### config.mk
export PLATFORM = sky130hd
export DESIGN_NAME = smh_queue
export DESIGN_NICKNAME = d
export VERILOG_FILES = /design/src/hw/rtl/smh_pkg.sv /design/src/hw/rtl/smh_queue.sv
export SDC_FILE = /design/constraint.sdc
export NUM_CORES = 1
export LEC_CHECK = 0
export ABC_CLOCK_PERIOD_IN_PS = 14900
export BUFFER_PORTS_ARGS = -buffer_cell sky130_fd_sc_hd__buf_2
export CORE_MARGIN = 5
export CORE_UTILIZATION = 40
export DETAILED_ROUTE_END_ITERATION = 10
export SLEW_MARGIN = 20
export SYNTH_ARGS = -nofsm -noshare
export SYNTH_HDL_FRONTEND = slang
export SYNTH_SLANG_ARGS = --single-unit
### constraint.sdc
create_clock -name clk -period 14.9 [get_ports clk]
set_input_delay 2.235 -clock clk [delete_from_list [all_inputs] [get_ports clk]]
set_output_delay 2.235 -clock clk [all_outputs]
set_load 0.1 [all_outputs]
### src/hw/rtl/smh_pkg.sv
// ----------------------------------------------------------------------------
// smh_pkg: shared types and constants
// Item formats, queue entry and split 64-bit multiply helpers for the stack
// trace hash block.
// ----------------------------------------------------------------------------
package smh_pkg;

  localparam logic [63:0] MIX_MUL       = 64'hc6a4a7935bd1e995;
  localparam int unsigned MIX_SHIFT     = 47;
  localparam logic [63:0] SEED_AT_RESET = 64'h000000FAFAFAFAFA;
  localparam int unsigned QUEUE_DEPTH   = 2;
  localparam int unsigned QPTR_W        = $clog2(QUEUE_DEPTH);
  localparam int unsigned QCNT_W        = $clog2(QUEUE_DEPTH + 1);

  typedef struct packed {
    logic [63:0] frame_address;
    logic [5:0]  frame_count;
    logic        last_word;
  } in_item_t;

  typedef struct packed {
    logic [63:0]        hash_value;
    logic signed [31:0] trace_id;
  } out_item_t;

  // scrambled word plus what the back end needs to fold it in
  typedef struct packed {
    logic [63:0] key;
    logic [63:0] seed_init;
    logic        first;
    logic        last;
  } q_entry_t;

  typedef struct packed {
    logic              full;
    logic              empty;
    logic [QCNT_W-1:0] count;
  } q_status_t;

  // partial products of a * MIX_MUL, mod 2^64
  typedef struct packed {
    logic [63:0] lo;
    logic [31:0] cross_a;
    logic [31:0] cross_b;
  } pp_t;

  function automatic pp_t mul_m_pp(input logic [63:0] a);
    pp_t p;
    p.lo      = 64'(a[31:0]) * 64'(MIX_MUL[31:0]);
    p.cross_a = a[31:0] * MIX_MUL[63:32];
    p.cross_b = a[63:32] * MIX_MUL[31:0];
    return p;
  endfunction

  function automatic logic [63:0] mul_m_sum(input pp_t p);
    logic [31:0] mid_sum;
    mid_sum = p.cross_a + p.cross_b;
    return p.lo + {mid_sum, 32'b0};
  endfunction

endpackage

### src/hw/rtl/smh_queue.sv
// ----------------------------------------------------------------------------
// smh_queue: short register queue
// Decouples the scramble pipeline from the hash loop.
// ----------------------------------------------------------------------------
module smh_queue (
  input  logic               clk,
  input  logic               rst_n,
  input  logic               push_valid,
  output logic               push_ready,
  input  smh_pkg::q_entry_t  push_entry,
  output logic               pop_valid,
  input  logic               pop_ready,
  output smh_pkg::q_entry_t  pop_entry,
  output smh_pkg::q_status_t status
);
  import smh_pkg::*;

  q_entry_t          mem_r [QUEUE_DEPTH];
  logic [QPTR_W-1:0] wr_ptr_r, wr_ptr_nxt;
  logic [QPTR_W-1:0] rd_ptr_r, rd_ptr_nxt;
  logic [QCNT_W-1:0] cnt_r, cnt_nxt;
  logic              do_push, do_pop;

  assign push_ready = (cnt_r != QCNT_W'(QUEUE_DEPTH));
  assign pop_valid  = (cnt_r != '0);
  assign do_push    = push_valid && push_ready;
  assign do_pop     = pop_valid && pop_ready;
  assign pop_entry  = mem_r[rd_ptr_r];

  always_comb begin
    wr_ptr_nxt = wr_ptr_r;
    rd_ptr_nxt = rd_ptr_r;
    cnt_nxt    = cnt_r;
    if (do_push) begin
      wr_ptr_nxt = (wr_ptr_r == QPTR_W'(QUEUE_DEPTH - 1)) ? '0 : wr_ptr_r + 1'b1;
    end
    if (do_pop) begin
      rd_ptr_nxt = (rd_ptr_r == QPTR_W'(QUEUE_DEPTH - 1)) ? '0 : rd_ptr_r + 1'b1;
    end
    if (do_push && !do_pop) cnt_nxt = cnt_r + 1'b1;
    else if (!do_push && do_pop) cnt_nxt = cnt_r - 1'b1;
  end

  always_ff @(posedge clk) begin
    if (!rst_n) begin
      wr_ptr_r <= '0;
      rd_ptr_r <= '0;
      cnt_r    <= '0;
    end else begin
      wr_ptr_r <= wr_ptr_nxt;
      rd_ptr_r <= rd_ptr_nxt;
      cnt_r    <= cnt_nxt;
    end
  end

  always_ff @(posedge clk) begin
    if (do_push) mem_r[wr_ptr_r] <= push_entry;
  end

  assign status.full  = !push_ready;
  assign status.empty = !pop_valid;
  assign status.count = cnt_r;

endmodule

==> summary.md <==
| Metric | Value |
|---|---|
| Outcome | `completed` |
| Largest net degree at the start of global routing | `70` |
| Critical path's top delay family | `buffers and inverters` |
| DRC viols | `0` |
| Stages on worst setup path | `3` |
| CTS Buf Count | `28` |
| CTS max path bufs | `3` |
| Clock H-tree levels | `1` |
| IO buf count | `about 270` |
| Rows | `between 50 and 60` |
| Final setup violation count | `0` |
| Layout cells sized above 1 | `60.27%` |
| DR vias/cell | `roughly 4.7` |
| Crit path capture | `pop_entry[100]` |
| Detail Route Antenna Nets | `0` |
| Slack of the worst reg-to-reg path | `about 12 ns` |
| All-Layer GR Usage | `13.55%` |
| Design Area, Final | `~12000 µm²` |
| Syn nets | `565` |
| Worst slew pin tran | `about 0.98 ns` |
| Initial Util | `between 40% and 50%` |
| Most common cell after layout, fill and taps aside | `buf_2` |
| Drt pass-1 iters | `4` |
| Mapped Cells | `430` |
| CP Data Required Time | `12.66 ns` |
| CTS clk-pin slew, worst paths | `roughly 0.06 ns` |
| Period utilization | `a little over a third` |
| First-pass GRT wire length | `between 20 and 30 mm` |
| CP arrival | `3.06 ns` |
| Setup TNS | `0 ns` |
| Hold Crit Class | `reg -> reg` |
| Overall die height | `roughly 170 µm` |
| Compound-Gate Fraction of Synth Area | `0.3371%` |
| Final-layout fill cell count | `~1900` |
| Number of global-route vias before repair | `around 5500` |
| Full die area | `27330 µm²` |
| RePlAce Congestion | `about 0.72` |
| Largest fanout on the critical path | `67` |
| Main combinational cell family by area after synthesis | `multiplexers` |
| Diode count | `0` |
| Cell Area, Placed | `roughly 11000 µm²` |
| Clock Tree Root | `clkbuf_16` |
| FF-to-FF path depth | `5` |
| Postcts setup bufs | `0` |
| Post-synthesis cell type count | `22` |
| Worst reg2reg path endpoint | `mem_r[0][74]` |
| Multiplexer share of the synthesized area | `between 10% and 20%` |
| WL final | `between 15 and 20 mm` |
| CP peak stage delay | `roughly 0.9 ns` |
| Synth Register Bits | `about 270` |
| DRT iter0 DRCs | `around 250` |
| Sink Count | `265` |
| Layout Area Growth over Synthesis | `26.65%` |
| Synth Warn # | `0` |
| CTS tree | `done` |
| WHS | `approximately 0.58 ns` |
| Unrepaired setup endpoints after global routing | `false` |
| Seq/Total Area, Yosys | `between 80 and 90%` |
| Placed Cells | `between 1000 and 1500` |
| Max_cap viols | `0` |
| Fin cells | `~1100` |
| Adder-Cell Fraction of Synth Area | `less than 1%` |
| Clock Latency Late Sink | `0.53 ns` |
| Grt ovf | `0` |
| CP Cell Sequence | `buf_4 > mux2_2 > buf_2` |
| I/O pins | `270` |
| Fin. Hold Viols | `0` |
| CTS Hold Bufs | `0` |
| XOR/XNOR Fraction of Synth Area | `less than 1%` |
| Post-DP HPWL | `roughly 13 mm` |
| Nets | `854` |
| Synthesized area | `9649 µm²` |
| Antenna violations before repair | `5` |
| Buf+Inv Stages, Crit Path | `2` |
| Die X-Extent | `165.3 µm` |
| CP max stage cell | `dfxtp_4` |
| Post-CTS sizing | `0` |
| Min Tclk post-route | `between 5 and 6 ns` |
| Most frequent cells in the layout | `buf_2, edfxtp_1, mux2_2` |
| Mean Syn Cell Area | `approximately 22 µm²` |
| Reg2reg start | `cnt_r[0]` |
| Final slew viol count | `0` |
| CP endpoint kind | `output port` |
| Routed WL per cell | `~18 µm` |
| Fmax achieved | `0.1888 GHz` |
| Critical path type | `reg -> out` |
| Post-synthesis simple-gate area fraction | `less than 1%` |
| Relative slew slack | `34.42%` |
| Setup crit start kind | `flip-flop` |
| Clock skew | `~0.017 ns` |
| Core area | `~24000 µm²` |
| Vias after detailed routing | `roughly 5000` |
## synth_stat cells
master,count,area (µm²)
inv_1,3,11.26
buf_6,10,112.6
xor2_1,1,8.760
o21ai_1,1,5.000
mux2_2,130,1464
buf_4,1,7.510
a21boi_1,1,7.510
a21boi_0,1,7.510
ha_1,1,12.51
dfxtp_1,5,100.1
nand2b_2,1,8.760
nor3_2,1,10.01
nor2_1,1,3.750
edfxtp_1,260,7807
or3_1,1,6.260
and3_1,1,6.260
o21ai_0,1,5.000
buf_2,3,15.01
o21a_1,1,7.510
xnor2_1,2,17.52
and2_1,3,18.77
or2_2,1,6.260
## layer usage
layer / GRT usage, % / up-vias / routed length, µm
li1: - / 2296 / -
met3: 4.914 / 37 / 1893
met1: 16.75 / 2449 / 7655
met5: 0 / - / 52
met2: 23.09 / 206 / 9516
met4: 2.812 / 10 / 348
## worst reg2reg max path, stage by stage, from the launching register on
cell      delay [ns]
dfxtp_1         0.46
nand2b_2        0.20
inv_1           0.09
nor3_4          0.10
buf_4           0.66
buf_4           0.91
## how the worst min path moves through the flow
stage               slack, ns  depth (start not counted)     start   endpoint
CTS                      0.58                          2  rd_ptr_r  flip-flop
detailed placement       0.58                          2  rd_ptr_r  flip-flop
floorplan                0.55                          2  rd_ptr_r  flip-flop
finish                   0.58                          2  rd_ptr_r  flip-flop
global route             0.62                          2  cnt_r[1]   cnt_r[1]
global placement         0.54                          2  cnt_r[1]   cnt_r[1]
## kinds of logic after synthesis
family,Yosys count
fa+ha+maj,1
buf+inv,17
flops,265
simple gates,9
xor+xnor,3
mux,130
compound gates,5
## metrics by stage
| stage | setup WS [ns] | utilization (%) |
|---|---|---|
| detailed placement | 10.05 | 47.88 |
| global placement | 10.11 | 47.88 |
| global route | 9.362 | 51.75 |
| finish | 9.604 | 51.75 |
| CTS | 9.464 | 51.75 |
| floorplan | 6.940 | - |
## layout make-up
cell class              instances  area (µm²)  share of cell area (%)
well taps                     319       399.1                   3.266
repair buffers                273        1376                   11.26
inverters                       3       11.26                 0.09215
clock buffers                  32       715.7                   5.856
flip-flops and latches        265        7911                   64.74
multi-input cells             148        1607                   13.15
clock inverters                19       200.2                   1.638
## state kept, by name, indices dropped and copies added, names as in the netlist, named ones only
signal	count
cnt_r	2
mem_r	260
wr_ptr_r	1
rd_ptr_r	1
Power is not shown: default switching activity piles up to over one toggle a cycle in this logic, so the estimate is an artifact.
