--- src/hw/rtl/smh_pkg.sv ---
// ----------------------------------------------------------------------------
// smh_pkg: shared types and constants
// Item formats, queue entry and split 64-bit multiply helpers for the stack
// trace hash block.
// ----------------------------------------------------------------------------
package smh_pkg;

  localparam logic [63:0] MIX_MUL       = 64'hc6a4a7935bd1e995;
  localparam int unsigned MIX_SHIFT     = 47;
  localparam logic [63:0] SEED_AT_RESET = 64'h000000FAFAFAFAFA;
  localparam int unsigned QUEUE_DEPTH   = 2;
  localparam int unsigned QPTR_W        = $clog2(QUEUE_DEPTH);
  localparam int unsigned QCNT_W        = $clog2(QUEUE_DEPTH + 1);

  typedef struct packed {
    logic [63:0] frame_address;
    logic [5:0]  frame_count;
    logic        last_word;
  } in_item_t;

  typedef struct packed {
    logic [63:0]        hash_value;
    logic signed [31:0] trace_id;
  } out_item_t;

  // scrambled word plus what the back end needs to fold it in
  typedef struct packed {
    logic [63:0] key;
    logic [63:0] seed_init;
    logic        first;
    logic        last;
  } q_entry_t;

  typedef struct packed {
    logic              full;
    logic              empty;
    logic [QCNT_W-1:0] count;
  } q_status_t;

  // partial products of a * MIX_MUL, mod 2^64
  typedef struct packed {
    logic [63:0] lo;
    logic [31:0] cross_a;
    logic [31:0] cross_b;
  } pp_t;

  function automatic pp_t mul_m_pp(input logic [63:0] a);
    pp_t p;
    p.lo      = 64'(a[31:0]) * 64'(MIX_MUL[31:0]);
    p.cross_a = a[31:0] * MIX_MUL[63:32];
    p.cross_b = a[63:32] * MIX_MUL[31:0];
    return p;
  endfunction

  function automatic logic [63:0] mul_m_sum(input pp_t p);
    logic [31:0] mid_sum;
    mid_sum = p.cross_a + p.cross_b;
    return p.lo + {mid_sum, 32'b0};
  endfunction

endpackage

--- src/hw/rtl/smh_back.sv ---
// ----------------------------------------------------------------------------
// smh_back: running hash loop
// Folds each scrambled key into the running hash with a split multiply
// and holds the finished result in an output register.
// ----------------------------------------------------------------------------
module smh_back (
  input  logic               clk,
  input  logic               rst_n,
  input  logic               pop_valid,
  output logic               pop_ready,
  input  smh_pkg::q_entry_t  pop_entry,
  output logic               out_valid,
  input  logic               out_ready,
  output smh_pkg::out_item_t out_item
);
  import smh_pkg::*;

  typedef enum logic {
    ST_IDLE,
    ST_SUM
  } state_t;

  state_t      state_r;
  logic [63:0] hash_r;
  pp_t         pp_r;
  logic        last_r;
  logic        out_valid_r;
  out_item_t   out_item_r;
  logic [63:0] base;
  logic [63:0] h_new;
  logic        do_pop;

  // pop only when the output slot is free by the time the sum lands
  assign pop_ready = (state_r == ST_IDLE) && (!out_valid_r || out_ready);
  assign do_pop    = pop_valid && pop_ready;
  assign base      = pop_entry.first ? pop_entry.seed_init : hash_r;
  assign h_new     = mul_m_sum(pp_r);

  always_ff @(posedge clk) begin
    if (!rst_n) begin
      state_r     <= ST_IDLE;
      out_valid_r <= 1'b0;
      out_item_r  <= '0;
      hash_r      <= '0;
    end else begin
      if (out_valid_r && out_ready) out_valid_r <= 1'b0;
      case (state_r)
        ST_IDLE: begin
          if (do_pop) state_r <= ST_SUM;
        end
        ST_SUM: begin
          state_r <= ST_IDLE;
          if (last_r) begin
            out_valid_r           <= 1'b1;
            out_item_r.hash_value <= h_new;
            out_item_r.trace_id   <= signed'(h_new[31:0]);
            hash_r                <= '0;
          end else begin
            hash_r <= h_new;
          end
        end
        default: state_r <= ST_IDLE;
      endcase
    end
  end

  always_ff @(posedge clk) begin
    if (do_pop) begin
      pp_r   <= mul_m_pp(base ^ pop_entry.key);
      last_r <= pop_entry.last;
    end
  end

  assign out_valid = out_valid_r;
  assign out_item  = out_item_r;

endmodule

--- config.mk ---
export PLATFORM = sky130hd
export DESIGN_NAME = smh_back
export DESIGN_NICKNAME = d
export VERILOG_FILES = /design/src/hw/rtl/smh_pkg.sv /design/src/hw/rtl/smh_back.sv
export SDC_FILE = /design/constraint.sdc
export NUM_CORES = 2
export LEC_CHECK = 0
export BUFFER_PORTS_ARGS = -buffer_cell sky130_fd_sc_hd__buf_2
export CAP_MARGIN = 25
export CORE_ASPECT_RATIO = 0.75
export CORE_UTILIZATION = 42
export CTS_CLUSTER_DIAMETER = 50
export CTS_CLUSTER_SIZE = 8
export DETAILED_ROUTE_END_ITERATION = 7
export GPL_TIMING_DRIVEN = 0
export PLACE_DENSITY = 0.62
export SETUP_SLACK_MARGIN = 0.2
export SKIP_LAST_GASP = 1
export SLEW_MARGIN = 0
export SYNTH_ARGS = -nofsm -noshare
export SYNTH_HDL_FRONTEND = slang
export SYNTH_SLANG_ARGS = --single-unit
--- constraint.sdc ---
create_clock -name clk -period 12.8 [get_ports clk]
set_input_delay 2.56 -clock clk [delete_from_list [all_inputs] [get_ports clk]]
set_output_delay 2.56 -clock clk [all_outputs]
set_load 0.01 [all_outputs]
==> results.toml <==
[outcome]
outcome = "completed"

[clock_tree]
clock_tree.root_cell = "sky130_fd_sc_hd__clkbuf_16"
tritoncts = "yes"
cts_buffers = 41
clk-insertion-delay-late_ns = 0.57
clock_sinks = 257
ctsHoldBuffers = 0
h-tree-depth = 2
bufs_on_longest_clock_path = 3
cts.clk_slew.worst_paths_ns = 0.05

[synth]
most_frequently_used_cell_type_in_the_post_synthesis_netlist = "sky130_fd_sc_hd__inv_1"
ys_ff_latch = 257
mappedNetlistNets = 6632
synthDominantCellAreaShare = 0.318
post-synth-top-area-cell = "sky130_fd_sc_hd__fa_1"
synth.top_cells.by_count = "1325 x sky130_fd_sc_hd__inv_1, 870 x sky130_fd_sc_hd__ha_1, 760 x sky130_fd_sc_hd__fa_1, 239 x sky130_fd_sc_hd__a21oi_1, 236 x sky130_fd_sc_hd__xnor2_1"
post_synth_instance_area_mm2 = 0.0478
number_of_flops_mapped_to_enable_cells_by_yosys = 127
yosysWarningCount = 0
synth-async-reset-ratio = 0
syn_area_per_cell_um2 = 9.82
synth_seq_area_share = 0.134
synth_top_flop_cell = "sky130_fd_sc_hd__dfxtp_1"
synth.top_cells.by_area = "sky130_fd_sc_hd__fa_1 32%, sky130_fd_sc_hd__ha_1 23%, sky130_fd_sc_hd__inv_1 10%"
yosys.cell_types.count = 79
netlist_instances = 4868

[global_routing]
antenna_found_initial = 3
global_route_usage_sum = 0.263
grt_max_degree = 56
grt_pass1_wl_mm = 221
grt.overflow.total = 0
first_global_vias = 34600

[route]
first_drt_pass_iteration_count = 5
drt_iter0_markers = 3041
post-route-drc-count = 0
drt.antenna.violating_nets = 0
detailed_route_via_count = 34700
detail_route.vias_per_cell = 5.15
route.final.wire_length_mm = 149
wire_per_inst_um = 22.2

[die]
boundaryPins = 232
die-height_um = 294
initial_core_util = 0.426
fp.dieW_um = 391
die-area_mm2 = 0.115
fp-row-count = 106
core_area_mm2 = 0.112

[setup_path]
critical_path.startpoint_type = "input port"
criticalPathCategory = "in -> reg"
max_stage_delay_ns = 0.61
crit_path_frequent_cell = "sky130_fd_sc_hd__fa_1"
cp_max_fo = 10
rrSetupSlack_ns = 3.44
critical_path.slowest_cell = "sky130_fd_sc_hd__fa_1"
worstPathArrival_ns = 12.54
cp_data_required_time_ns = 13.04
r2r-end = "pp_r[115]"
critPathLaunch = "pop_entry[1]"
reg2reg_from = "hash_r[1]"
cp-endpoint = "pp_r[115]"
cp-end-kind = "register"
timing.reg2reg.worst_path_depth = 25

[layout]
layout.nets = 6969
nFillCells = 10500
layout.area.seq_mm2 = 0.00642
post_route_cells_drive_above_1_share = 0.0875
multi_input_comb_area_mm2 = 0.0362
finalInstanceArea_mm2 = 0.0532
flow.area_growth_from_synthesis_pct = 11.2

[timing]
timing_hold_violations_final = 0
worst_tran_pin_value_ns = 1.26
drv_slew = 0
final_min_period_over_clock_period = 0.962
max_freq_mhz = 81.3
grt_setup_unrepaired = "false"
fin_crit_ns = 12.31
setup_viol = 0
fin_skew_ns = 0.0409
max_slew_margin = 0.155

[hold_path]
holdCritPathClass = "reg -> reg"
hold_path_depth = 2

[placed_design]
gp_congestion = 1.00
placement.io_buffers = 230
placed_cell_area_mm2 = 0.0519
dp_hpwl_mm = 133

[run]
timing.max_cap.violations = 0
[worst max-delay path: cells and delay by family]
family	cells	cell delay, ns
AOI/OAI and AO/OA	10	2.68
xor gates and xnor gates	1	0.44
buffers and inverters	11	2.43
muxes	1	0.20
adders and majority gates	9	4.18
[worst min path at each step]
stage	to	start
2_1_floorplan	hash_r[62]	hash_r[62]
3_3_place_gp	out_item[73]	out_item[73]
3_5_place_dp	out_item[85]	out_item[85]
4_1_cts	out_item[85]	out_item[85]
5_1_grt	out_item[64]	out_item[64]
6_report	out_item[90]	out_item[90]
[registers in the layout (all words and copies together), names as in the netlist]
signal	flops
out_item	64
state_r	1
hash_r	64
last_r	1
out_valid	1
pp_r	126
[routing by layer]
| metal | global-route usage | vias to the layer above | routed length (um) |
|---|---|---|---|
| li1 | - | 16000 | - |
| met1 | 0.396 | 17100 | 69900 |
| met2 | 0.362 | 1436 | 58500 |
| met3 | 0.0974 | 123 | 19000 |
| met4 | 0.0385 | 0 | 2080 |
| met5 | 0 | - | 0 |
[logic make-up after synthesis]
family	Yosys count	share of synthesized area
and+or+nand+nor	599	0.0573
xor gates and xnor gates	301	0.0552
muxes	67	0.0140
DFF	257	0.134
buffers and inverters	1423	0.114
AOI/OAI and AO/OA	591	0.0785
adders and majority gates	1630	0.546
[stage by stage]
step	util	cells	hold WS [ns]	TNS [ns]	setup WS, ns
after global placement	0.454	6610	0.443	-99.74	-2.78
after global routing	0.474	6734	0.480	0	0.215
after CTS	0.474	6732	0.452	0	0.265
final	0.474	6735	0.450	0	0.493
after floorplan	-	4868	0.450	0	1.41
after detailed placement	0.463	6670	0.446	-4.03	-0.623
[cell usage in the layout (no fill, tap or decap), types with 60 or more instances in the layout]
| master | instances |
|---|---|
| sky130_fd_sc_hd__a21oi_1 | 239 |
| sky130_fd_sc_hd__ha_1 | 870 |
| sky130_fd_sc_hd__a21o_1 | 68 |
| sky130_fd_sc_hd__dfxtp_1 | 130 |
| sky130_fd_sc_hd__o21ai_0 | 80 |
| sky130_fd_sc_hd__xnor2_1 | 196 |
| sky130_fd_sc_hd__edfxtp_1 | 127 |
| sky130_fd_sc_hd__nor2_1 | 185 |
| sky130_fd_sc_hd__clkbuf_1 | 60 |
| sky130_fd_sc_hd__nand2_1 | 204 |
| sky130_fd_sc_hd__mux2i_1 | 67 |
| sky130_fd_sc_hd__xor2_1 | 64 |
| sky130_fd_sc_hd__buf_2 | 236 |
| sky130_fd_sc_hd__fa_1 | 760 |
| sky130_fd_sc_hd__inv_1 | 1324 |
[final cells by class]
| class | count | share of cell area |
|---|---|---|
| flip-flops and latches | 257 | 0.121 |
| repair buffers | 294 | 0.0364 |
| multi-input cells | 3188 | 0.682 |
| inverters | 1327 | 0.0938 |
| diodes | 1 | 0.0000471 |
| clock buffers | 51 | 0.0204 |
| clock inverters | 9 | 0.00202 |
| plain buffers | 96 | 0.00927 |
| well taps | 1512 | 0.0356 |
[what timing repair did]
action / 4_1_cts / 5_1_grt
setup buffers: 2 / 0
endpoints found under the setup margin: 4 / 10
gates resized for setup: 3 / 4
Power is not shown: default switching activity piles up to over one toggle a cycle in this logic, so the estimate is an artifact.
